[src/hdl/rfb_pkg.sv]
// Shared types, constants and the CRC-16 helper of the request frame builder.
package rfb_pkg;

  localparam int unsigned QUEUE_DEPTH = 2;

  localparam logic [4:0] LAST_IDX      = 5'd26;
  localparam logic [4:0] CRC_FIRST_IDX = 5'd10;
  localparam logic [4:0] CRC_LAST_IDX  = 5'd23;
  localparam logic [4:0] CRC_HI_IDX    = 5'd24;
  localparam logic [4:0] CRC_LO_IDX    = 5'd25;

  localparam logic [7:0] FRAME_TYPE    = 8'h15;
  localparam logic [7:0] FRAGMENT_BYTE = 8'h80;
  localparam logic [7:0] CMD_HI        = 8'h0B;
  localparam logic [7:0] CMD_LO        = 8'h00;
  localparam logic [15:0] CRC16_POLY   = 16'hA001;
  localparam logic [15:0] CRC16_RESET  = 16'hFFFF;

  localparam logic REG_SOURCE_ID   = 1'b0;
  localparam logic REG_CRC16_START = 1'b1;

  typedef struct packed {
    logic [31:0] time_seconds;
    logic [31:0] target_id;
  } req_t;

  typedef struct packed {
    logic [31:0] source_id;
    logic [15:0] crc16_start;
  } cfg_t;

  function automatic logic [15:0] crc16_byte(input logic [15:0] crc, input logic [7:0] data);
    logic [15:0] c;
    c = crc ^ {8'h00, data};
    for (int b = 0; b < 8; b++) begin
      if (c[0]) begin
        c = (c >> 1) ^ CRC16_POLY;
      end else begin
        c = c >> 1;
      end
    end
    return c;
  endfunction

endpackage

[src/hdl/request_frame_builder_crc_unit.sv]
// Top level of the request frame builder with CRC-16 and an XOR checksum byte.
//
//  channel | direction | beat content
//  in_     | slave     | tdata[31:0] target_id, tdata[63:32] time_seconds
//  out_    | master    | tdata[7:0] frame_byte, tdata[12:8] byte_index; tlast is_last
//  cfg_    | APB slave | 0x0 source_id, 0x4 crc16_start
//
// Each request yields 27 output beats, one per cycle while out_tready is high;
// the serializer's byte counter sets this rate, and a request leaves the queue with its last beat.
// A short request queue accepts new requests while a frame is still streaming.
// With a request queued and no stall, a frame starts in the cycle after the last byte.
// Reset is synchronous and active low; the queue and output register come up empty.
// Backpressure on out_tready holds the output register and the byte counter.
module request_frame_builder_crc_unit #(
  parameter int unsigned QUEUE_DEPTH = rfb_pkg::QUEUE_DEPTH
) (
  input  logic        clk,
  input  logic        rst_n,
  input  logic        in_tvalid,
  output logic        in_tready,
  input  logic [63:0] in_tdata,    // [31:0] target_id, [63:32] time_seconds
  output logic        out_tvalid,
  input  logic        out_tready,
  output logic [15:0] out_tdata,   // [7:0] frame_byte, [12:8] byte_index, [15:13] zero
  output logic        out_tlast,
  input  logic        cfg_psel,
  input  logic        cfg_penable,
  input  logic        cfg_pwrite,
  input  logic [2:0]  cfg_paddr,
  input  logic [31:0] cfg_pwdata,
  output logic [31:0] cfg_prdata,
  output logic        cfg_pready
);
  import rfb_pkg::*;

  cfg_t       cfg;
  req_t       in_req, head_req;
  logic       q_full, head_valid, pop;
  logic [7:0] frame_byte;
  logic [4:0] byte_index;

  assign in_req.target_id    = in_tdata[31:0];
  assign in_req.time_seconds = in_tdata[63:32];
  assign in_tready           = !q_full;

  rfb_regs u_regs (
    .clk         (clk),
    .rst_n       (rst_n),
    .cfg_psel    (cfg_psel),
    .cfg_penable (cfg_penable),
    .cfg_pwrite  (cfg_pwrite),
    .cfg_paddr   (cfg_paddr),
    .cfg_pwdata  (cfg_pwdata),
    .cfg_prdata  (cfg_prdata),
    .cfg_pready  (cfg_pready),
    .cfg         (cfg)
  );

  rfb_req_fifo #(
    .DEPTH (QUEUE_DEPTH)
  ) u_fifo (
    .clk        (clk),
    .rst_n      (rst_n),
    .push       (in_tvalid),
    .push_data  (in_req),
    .full       (q_full),
    .pop        (pop),
    .head_valid (head_valid),
    .head_data  (head_req)
  );

  rfb_serializer u_ser (
    .clk       (clk),
    .rst_n     (rst_n),
    .cfg       (cfg),
    .req_valid (head_valid),
    .req       (head_req),
    .req_pop   (pop),
    .out_valid (out_tvalid),
    .out_ready (out_tready),
    .out_byte  (frame_byte),
    .out_index (byte_index),
    .out_last  (out_tlast)
  );

  assign out_tdata = {3'b000, byte_index, frame_byte};

endmodule

[src/hdl/rfb_regs.sv]
// Configuration registers behind the APB-style port.
module rfb_regs (
  input  logic               clk,
  input  logic               rst_n,
  input  logic               cfg_psel,
  input  logic               cfg_penable,
  input  logic               cfg_pwrite,
  input  logic [2:0]         cfg_paddr,
  input  logic [31:0]        cfg_pwdata,
  output logic [31:0]        cfg_prdata,
  output logic               cfg_pready,
  output rfb_pkg::cfg_t      cfg
);
  import rfb_pkg::*;

  logic [31:0] source_id_r;
  logic [15:0] crc16_start_r;
  logic        wr_en;

  assign cfg_pready = 1'b1;
  assign wr_en = cfg_psel && cfg_penable && cfg_pwrite && cfg_pready;

  always_ff @(posedge clk) begin
    if (!rst_n) begin
      source_id_r   <= 32'd0;
      crc16_start_r <= CRC16_RESET;
    end else if (wr_en) begin
      unique case (cfg_paddr[2])
        REG_SOURCE_ID:   source_id_r   <= cfg_pwdata;
        REG_CRC16_START: crc16_start_r <= cfg_pwdata[15:0];
        default: ;
      endcase
    end
  end

  always_comb begin
    unique case (cfg_paddr[2])
      REG_SOURCE_ID:   cfg_prdata = source_id_r;
      REG_CRC16_START: cfg_prdata = {16'h0000, crc16_start_r};
      default:         cfg_prdata = 32'd0;
    endcase
  end

  assign cfg.source_id   = source_id_r;
  assign cfg.crc16_start = crc16_start_r;

endmodule

[src/hdl/rfb_req_fifo.sv]
// Request queue between the input side and the frame serializer.
module rfb_req_fifo #(
  parameter int unsigned DEPTH = rfb_pkg::QUEUE_DEPTH
) (
  input  logic          clk,
  input  logic          rst_n,
  input  logic          push,
  input  rfb_pkg::req_t push_data,
  output logic          full,
  input  logic          pop,
  output logic          head_valid,
  output rfb_pkg::req_t head_data
);
  import rfb_pkg::*;

  localparam int unsigned PW = (DEPTH > 1) ? $clog2(DEPTH) : 1;
  localparam int unsigned CW = $clog2(DEPTH + 1);
  localparam logic [PW-1:0] PTR_LAST = PW'(DEPTH - 1);
  localparam logic [CW-1:0] CNT_FULL = CW'(DEPTH);

  req_t          mem_r [DEPTH];
  logic [PW-1:0] wptr_r, rptr_r;
  logic [CW-1:0] count_r;
  logic          do_push, do_pop;

  assign full       = (count_r == CNT_FULL);
  assign head_valid = (count_r != '0);
  assign do_push    = push && !full;
  assign do_pop     = pop && head_valid;
  assign head_data  = mem_r[rptr_r];

  always_ff @(posedge clk) begin
    if (do_push) begin
      mem_r[wptr_r] <= push_data;
    end
  end

  always_ff @(posedge clk) begin
    if (!rst_n) begin
      wptr_r  <= '0;
      rptr_r  <= '0;
      count_r <= '0;
    end else begin
      if (do_push) begin
        wptr_r <= (wptr_r == PTR_LAST) ? '0 : wptr_r + 1'b1;
      end
      if (do_pop) begin
        rptr_r <= (rptr_r == PTR_LAST) ? '0 : rptr_r + 1'b1;
      end
      unique case ({do_push, do_pop})
        2'b10:   count_r <= count_r + 1'b1;
        2'b01:   count_r <= count_r - 1'b1;
        default: count_r <= count_r;
      endcase
    end
  end

endmodule

[src/hdl/rfb_serializer.sv]
// Frame serializer: emits one frame byte per beat with running CRC-16 and XOR checksum.
module rfb_serializer (
  input  logic          clk,
  input  logic          rst_n,
  input  rfb_pkg::cfg_t cfg,
  input  logic          req_valid,
  input  rfb_pkg::req_t req,
  output logic          req_pop,
  output logic          out_valid,
  input  logic          out_ready,
  output logic [7:0]    out_byte,
  output logic [4:0]    out_index,
  output logic          out_last
);
  import rfb_pkg::*;

  logic [4:0]  idx_r, idx_nxt;
  logic [15:0] crc16_r, crc16_in;
  logic [7:0]  crc8_r, crc8_in;
  logic        out_valid_r;
  logic [7:0]  out_byte_r;
  logic [4:0]  out_index_r;
  logic        out_last_r;
  logic        advance, at_last;
  logic [7:0]  cur_byte;

  assign advance  = req_valid && (!out_valid_r || out_ready);
  assign at_last  = (idx_r == LAST_IDX);
  assign req_pop  = advance && at_last;
  assign idx_nxt  = at_last ? 5'd0 : idx_r + 5'd1;
  assign crc16_in = (idx_r == CRC_FIRST_IDX) ? cfg.crc16_start : crc16_r;
  assign crc8_in  = (idx_r == 5'd0) ? 8'h00 : crc8_r;

  always_comb begin
    unique case (idx_r)
      5'd0:        cur_byte = FRAME_TYPE;
      5'd1:        cur_byte = req.target_id[31:24];
      5'd2:        cur_byte = req.target_id[23:16];
      5'd3:        cur_byte = req.target_id[15:8];
      5'd4:        cur_byte = req.target_id[7:0];
      5'd5:        cur_byte = cfg.source_id[31:24];
      5'd6:        cur_byte = cfg.source_id[23:16];
      5'd7:        cur_byte = cfg.source_id[15:8];
      5'd8:        cur_byte = cfg.source_id[7:0];
      5'd9:        cur_byte = FRAGMENT_BYTE;
      5'd10:       cur_byte = CMD_HI;
      5'd11:       cur_byte = CMD_LO;
      5'd12:       cur_byte = req.time_seconds[31:24];
      5'd13:       cur_byte = req.time_seconds[23:16];
      5'd14:       cur_byte = req.time_seconds[15:8];
      5'd15:       cur_byte = req.time_seconds[7:0];
      CRC_HI_IDX:  cur_byte = crc16_r[15:8];
      CRC_LO_IDX:  cur_byte = crc16_r[7:0];
      LAST_IDX:    cur_byte = crc8_r;
      default:     cur_byte = 8'h00;
    endcase
  end

  always_ff @(posedge clk) begin
    if (!rst_n) begin
      idx_r       <= 5'd0;
      out_valid_r <= 1'b0;
    end else begin
      if (advance) begin
        idx_r       <= idx_nxt;
        out_valid_r <= 1'b1;
      end else if (out_ready) begin
        out_valid_r <= 1'b0;
      end
    end
  end

  always_ff @(posedge clk) begin
    if (advance) begin
      out_byte_r  <= cur_byte;
      out_index_r <= idx_r;
      out_last_r  <= at_last;
      crc8_r      <= crc8_in ^ cur_byte;
      if (idx_r >= CRC_FIRST_IDX && idx_r <= CRC_LAST_IDX) begin
        crc16_r <= crc16_byte(crc16_in, cur_byte);
      end
    end
  end

  assign out_valid = out_valid_r;
  assign out_byte  = out_byte_r;
  assign out_index = out_index_r;
  assign out_last  = out_last_r;

endmodule
[config.mk]
export PLATFORM = sky130hd
export DESIGN_NAME = request_frame_builder_crc_unit
export DESIGN_NICKNAME = d
export VERILOG_FILES = /design/src/hdl/rfb_pkg.sv /design/src/hdl/request_frame_builder_crc_unit.sv /design/src/hdl/rfb_regs.sv /design/src/hdl/rfb_req_fifo.sv /design/src/hdl/rfb_serializer.sv
export SDC_FILE = /design/constraint.sdc
export NUM_CORES = 1
export LEC_CHECK = 0
export BUFFER_PORTS_ARGS = -buffer_cell sky130_fd_sc_hd__clkbuf_2
export CAP_MARGIN = 40
export CORE_ASPECT_RATIO = 1.75
export CORE_UTILIZATION = 40
export CTS_CLUSTER_SIZE = 28
export DETAILED_ROUTE_END_ITERATION = 8
export PLACE_DENSITY_LB_ADDON = 0.12
export SLEW_MARGIN = 20
export SYNTH_ARGS = -nofsm -noshare
export SYNTH_HDL_FRONTEND = slang
export SYNTH_SLANG_ARGS = --single-unit
[constraint.sdc]
create_clock -name clk -period 5.1 [get_ports clk]
set_input_delay 1.02 -clock clk [delete_from_list [all_inputs] [get_ports clk]]
set_output_delay 1.02 -clock clk [all_outputs]
set_load 0.01 [all_outputs]
* After elaboration in Yosys (flattened, before gate mapping)
Memories as Yosys holds them, arrays and structs flattened. A register that Yosys moved wholly into a read port is not among the register bits.
Cells that the tools add are included.
** Cells by class
- Add/sub/neg operators :: 5
- Multipliers :: 0
- Div/mod/pow operators :: 0
- $lt $le $gt $ge :: 2
- Eq/ne operators :: 20
- Shift operators :: 0
- Muxes and demuxes :: 36
- Bitwise logic cells :: 11
- Reductions and logical operators :: 17
** Operators by type and width (number)
- 16-bit two-way mux :: 22
- 8-bit case mux with 18 select lines :: 1
- 32-bit case mux with 2 select lines :: 1
- 5-bit by 4-bit == test with 1-bit output (second input constant) :: 7
- 2-bit inverter with 3-bit output :: 8
- 5-bit by 3-bit == test with 1-bit output (second input constant) :: 4
- 16-bit by 8-bit bitwise XOR with 16-bit output :: 1
- 5-bit == test (second input constant) :: 3
- 14-bit two-way mux :: 1
- 5-bit by 2-bit == test with 1-bit output (second input constant) :: 2
- 1-bit two-way mux :: 8
- 8-bit two-way mux :: 1
- 8-bit bitwise XOR :: 1
- 1-bit logical AND :: 7
- 2-bit AND reduction :: 3
- 2-bit nonzero test :: 3
- 5-bit by 1-bit adder with 5-bit output (second input constant) :: 1
- 5-bit by 1-bit == test with 1-bit output (second input constant) :: 1
- 5-bit by 4-bit greater-or-equal comparator with 1-bit output (second input constant) :: 1
- 5-bit <= comparator (second input constant) :: 1
- 5-bit zero test :: 1
- 5-bit two-way mux :: 1
- 2-bit == test (second input constant) :: 2
- 2-bit case mux with 2 select lines :: 1
- 7 further kinds :: 9
** Storage, ports and cells
- Bits in registers :: 96
- Bits in latches :: 0
- Memory bits (writable) :: 128
- Memory bits (read-only) :: 0
- Input bits :: 106
- Output and inout bits :: 52
- Memories kept :: 1
** Memory list
- u_fifo.mem_r :: depth 2, bits a word 64, rd ports 1, clocked after Yosys merged registers in 1, write ports 1, RTL line rfb_req_fifo.sv:21 : req_t mem_r [DEPTH];

* Longest topological paths before layout
- Depth in word-level cells :: 33
- Gate-level depth with buffers :: 13
- Mapped depth without buffers :: 10

* By module
A second synthesis with hierarchy kept.
** Second synthesis, totals
- Cell total of the unflattened synthesis :: 795
- Area total of the unflattened synthesis :: 10446.3 µm²
** By module, submodules not included
- rfb_req_fifo :: times used 1, cells an instance 225, area each 4838.4 µm², seq. area each 3943.8 µm²
- rfb_serializer :: times used 1, cells an instance 316, area each 3238.1 µm², seq. area each 1261.2 µm²
- rfb_regs :: times used 1, cells an instance 249, area each 2339.7 µm², seq. area each 960.9 µm²
- request_frame_builder_crc_unit :: times used 1, cells an instance 5, area each 30.0 µm², seq. area each 0.0 µm²

* Worst setup path after synthesis
Ideal clock, no wire load.
- Path type :: in2reg
- Start :: in in_tvalid
- End :: mem u_fifo.mem_r[0][0] in the netlist's numbering, enable pin
- Setup time :: 0.488 ns
- Arrival time :: 3.800 ns
- Slack :: 0.812 ns
- Stages on the path :: 2
- Path buffers :: 0
- Path through :: nand2_1 -> nor2_1
** Between the ends
- Cells in the longest elaborated chain, start to end :: 3
** Ends and longest elaborated chain
- start: declaration :: RTL line request_frame_builder_crc_unit.sv:19 : input logic in_tvalid,
- 1-bit logical AND :: RTL line rfb_req_fifo.sv:28 : assign do_push = push && !full;
- 1-bit two-way mux :: RTL line rfb_req_fifo.sv:33 : if (do_push) begin
- 1-bit two-way mux (not written as such) :: RTL line rfb_req_fifo.sv:34 : mem_r[wptr_r] <= push_data;
- end: declaration :: RTL line rfb_req_fifo.sv:21
No other way between the ends.

* Worst setup path in the final report
- Start :: reg u_ser.idx_r[4]
- End :: reg u_ser.crc16_r[0] (data pin)
** Between the ends
- Cells in the longest elaborated chain, start to end :: 26
- Elaborated cells between the ends (all ways) :: 51
** Ends and longest elaborated chain
- start: declaration :: RTL line rfb_serializer.sv:17 : logic [4:0] idx_r, idx_nxt;
- start signal: assignment :: RTL line rfb_serializer.sv:65 : idx_r <= idx_nxt;
- 5-bit == test (tied with other cells) :: RTL line rfb_serializer.sv:35 : unique case (idx_r)
- 8-bit case mux with 18 select lines * :: RTL line rfb_serializer.sv:35
- named net u_ser.cur_byte[5] :: RTL line rfb_serializer.sv:25 : logic [7:0] cur_byte;
- 16-bit by 8-bit bitwise XOR with 16-bit output * :: RTL line rfb_pkg.sv:34 : c = crc ^ {8'h00, data};
- 16-bit two-way mux * :: RTL line rfb_pkg.sv:36 : if (c[0]) begin
- 16-bit two-way mux * :: RTL line rfb_serializer.sv:79 : if (idx_r >= CRC_FIRST_IDX && idx_r <= CRC_LAST_IDX) begin
- 16-bit two-way mux * :: RTL line rfb_serializer.sv:74 : if (advance) begin
- 16-bit two-way mux * :: RTL line rfb_pkg.sv:36
- [11 not listed]
- 16-bit two-way mux * :: RTL line rfb_serializer.sv:74
- 16-bit two-way mux * :: RTL line rfb_pkg.sv:36
- 16-bit two-way mux * :: RTL line rfb_serializer.sv:79
- 16-bit two-way mux * :: RTL line rfb_serializer.sv:74
- 16-bit two-way mux * :: RTL line rfb_pkg.sv:36
- 16-bit two-way mux * :: RTL line rfb_serializer.sv:79
- 16-bit two-way mux * :: RTL line rfb_serializer.sv:74
- 14-bit two-way mux * :: RTL line rfb_pkg.sv:36
- end signal: assignment :: RTL line rfb_serializer.sv:80 : crc16_r <= crc16_byte(crc16_in, cur_byte);
- end: declaration :: RTL line rfb_serializer.sv:18 : logic [15:0] crc16_r, crc16_in;
Mark *: on every way through the listed nets, which the timed path passes. The rest lies on a longest branch. The select of a mux whose other input is x is not followed.
A chain may end at the register's enable or synchronous reset.

==> impl_metrics.json <==
{
  "rrSetupSlack_ns": 1.30,
  "p_sw_mw": 1.026,
  "port_buffers": 151,
  "dieHeight_um": 212.1,
  "synth.distinct_cells": 78,
  "gp_congestion": 0.8429,
  "synth_area_um2": 10090,
  "drive_above_1_share_pct": 28.39,
  "post-route-drc-count": 0,
  "first_global_vias": 6570,
  "finalHoldViolations": 0,
  "viasPerCell": 5.239,
  "design.die.area_um2": 25890,
  "start_util_pct": 40.81,
  "antenna_found_initial": 0,
  "setup_viol": 0,
  "criticalPathCategory": "reg2reg",
  "path_buf_inv": 2,
  "worstPathMaxFanout": 22,
  "powerDensity_nw_per_um2": 356.9,
  "yosysWarnings": 0,
  "cpMostUsedCell": "inv_1",
  "pwr-share-comb_pct": 13.1,
  "synth_adder_area_share_pct": 0.7440,
  "pwr-share-seq_pct": 50.6,
  "fin_setup_tns_ns": 0,
  "synth_top_family_by_area": "simple AND/OR/NAND/NOR gates",
  "cts_num_sinks": 225,
  "vdd_drop_max_mv": 0.2686,
  "hold_path_class": "reg2reg",
  "finalPower_mw": 4.270,
  "dr_total_vias": 6543,
  "min_period_ns": 3.804,
  "tightest_slew_ns": 0.7800,
  "post-cts-setup-buffers": 0,
  "cts-resized-gates": 0,
  "reg2reg_from": "u_ser.idx_r[4]$_SDFFE_PN0P_",
  "muxShareOfSynthArea_pct": 8.966,
  "route.antenna.remaining_nets": 0,
  "grt_use_total_pct": 21.72,
  "holdPathStages": 2,
  "drv_slew": 0,
  "insertedDiodeCount": 0,
  "syn_avg_cell_area_um2": 13.14,
  "syn_inst": 768,
  "switching_share_pct": 24.02,
  "grt_max_degree": 60,
  "crit_slowest_cell": "dfxtp_1",
  "endpoint_kind": "flop",
  "rr_worst_depth": 9,
  "grt_pass1_wl_mm": 40.77,
  "ys_ff_latch": 225,
  "ys.flop_type": "edfxtp_1",
  "clk_latency_ns": 0.51,
  "cts_inserted_buffers": 22,
  "p_leak_nw": 4.415,
  "overflow": 0,
  "ctsRootBufferMaster": "clkbuf_16",
  "dpl.hpwl_mm": 20.41,
  "rsz0062_at_grt": "false",
  "synth_top_area_share_pct": 49.40,
  "synth_common_cells": "edfxtp_1, nand2_1, dfxtp_1",
  "first_pass_iters": 4,
  "required_ns": 5.36,
  "wirelength_mm": 27.47,
  "yosysSeqAreaShare_pct": 61.11,
  "p_clk_share_pct": 36.3,
  "r2r_end": "u_ser.crc16_r[0]$_DFFE_PP_",
  "synth_compound_area_share_pct": 9.102,
  "hold_end": "u_regs.crc16_start_r[2]$_SDFFE_PN1P_",
  "final_nets": 1034,
  "outcome": "complete, no violations",
  "drt_iter0_markers": 279,
  "cts_tree": "yes",
  "io-pin-count": 158,
  "worstSetupStartpointType": "flop",
  "synth_xor_xnor_area_share_pct": 4.501,
  "hold_ws_ns": 0.4933,
  "drv_cap": 0,
  "intPower_mw": 3.244,
  "num_rows": 76,
  "clkTransAtPathRegs_ns": 0.07,
  "die_w_um": 122.1,
  "cts_buffer_depth": 3,
  "area_growth_pct": 18.59,
  "synth_most_common_cell": "edfxtp_1",
  "hp-start": "u_regs.crc16_start_r[2]$_SDFFE_PN1P_",
  "path_cells": "inv_1, ha_1, inv_1, o2bb2ai_1, nor4_1, nand3_1, xnor3_2, xnor3_1, xor3_1",
  "core_um2": 24720,
  "finalClockSkew_ns": 0.01368,
  "synth_top_area_cell": "edfxtp_1",
  "fin_crit_sh_pct": 74.59,
  "cp.arrival_ns": 4.06,
  "synth_area_leaders": "edfxtp_1, dfxtp_1, mux2i_1, nand2_1, mux2_2",
  "wl_per_cell_um": 21.99,
  "cts_max_level": 1,
  "synth_edf_count": 166,
  "fmaxAchievable_mhz": 262.9,
  "max_slew_margin_pct": 48.00,
  "async_flop_share_pct": 0,
  "cp_top_family": "XOR/XNOR gates",
  "synth-simple-area-share_pct": 12.17,
  "cts_hold_buf": 0,
  "max_stage_delay_ns": 0.82
}
[state kept, by name, summed over array words and instances, names as in the netlist, 2 cells and up, named ones only]
name and cells:
u_fifo.count_r 2, u_fifo.mem_r 128, u_regs.crc16_start_r 16, u_regs.source_id_r 32, u_ser.crc16_r 16, u_ser.crc8_r 8
u_ser.idx_r 5, u_ser.out_byte 8, u_ser.out_index 5
[layer usage]
layer / part of all wire [%] / wire length [um] / global-route usage (%) / vias up
li1: - / - / - / 3149
met1: 38 / 10470 / 24.83 / 3199
met2: 56 / 15250 / 41.11 / 160
met3: 3.6 / 997 / 2.468 / 35
met4: 2.7 / 750 / 7.149 / 0
met5: 0 / 0 / 0 / -
[logic make-up (layout without fill, tap and decap cells)]
family,Yosys count,in the layout
and+or+nand+nor,231,231
DFF,225,225
AOI/OAI and AO/OA,117,117
muxes,86,86
buffers and inverters,63,230
xor gates and xnor gates,38,38
adders and majority gates,6,6
other,2,4
[tightest hold or removal path, stage by stage (launching register included)]
cell     delay [ns]
dfxtp_1        0.32
nand2_1        0.06
nand3_1        0.06
[layout make-up]
cell class,count,area (um^2)
fill,2266,12760
sequential,225,6167
multi-input combinational,482,3613
timing repair buffer,178,1070
clock buffer,27,590.6
tap,312,390.4
clock inverter,12,85.08
inverter,13,48.80
[worst max path at each step]
stage,cells after the start,slack [ns],end,startpoint
after floorplan,2,0.81,u_fifo.mem_r[0][0]$_DFFE_PP_,in_tvalid
after global placement,9,1.29,u_ser.crc16_r[0]$_DFFE_PP_,u_ser.idx_r[3]$_SDFFE_PN0P_
after detailed placement,9,1.27,u_ser.crc16_r[0]$_DFFE_PP_,u_ser.idx_r[2]$_SDFFE_PN0P_
after CTS,9,1.28,u_ser.crc16_r[0]$_DFFE_PP_,u_ser.idx_r[2]$_SDFFE_PN0P_
after global routing,9,0.98,u_ser.crc16_r[0]$_DFFE_PP_,u_ser.idx_r[4]$_SDFFE_PN0P_
final,9,1.30,u_ser.crc16_r[0]$_DFFE_PP_,u_ser.idx_r[4]$_SDFFE_PN0P_
[metrics by stage]
stage	instances	area [um^2]	utilization, %	setup WS, ns
floorplan	770	10100	-	0.8123
global placement	1201	11110	44.94	1.292
detailed placement	1206	11220	45.38	1.268
CTS	1245	11900	48.11	1.284
global route	1249	11970	48.40	0.9849
finish	1249	11970	48.40	1.296
[power by group through the flow]
stage	combinational (mW)	sequential [mW]	clock, mW
5_1_grt	0.609	2.17	1.66
3_5_place_dp	0.563	2.20	0
3_3_place_gp	0.546	2.20	0
4_1_cts	0.567	2.16	1.59
6_report	0.561	2.16	1.55
2_1_floorplan	0.352	2.20	0
[placed cells by master (no fill, tap or decap), types with 8 or more instances in the layout]
master,count
mux2i_1,54
nand2_1,115
a22oi_1,13
edfxtp_1,166
a32oi_1,8
buf_4,18
dfxtp_1,58
mux2_2,29
nor2b_1,23
clkbuf_16,23
nor2_1,12
nand3_1,23
a21boi_0,34
xor2_1,11
clkbuf_2,151
xnor2_1,18
o22ai_1,17
inv_1,13
(Power assumes the default switching activity.)
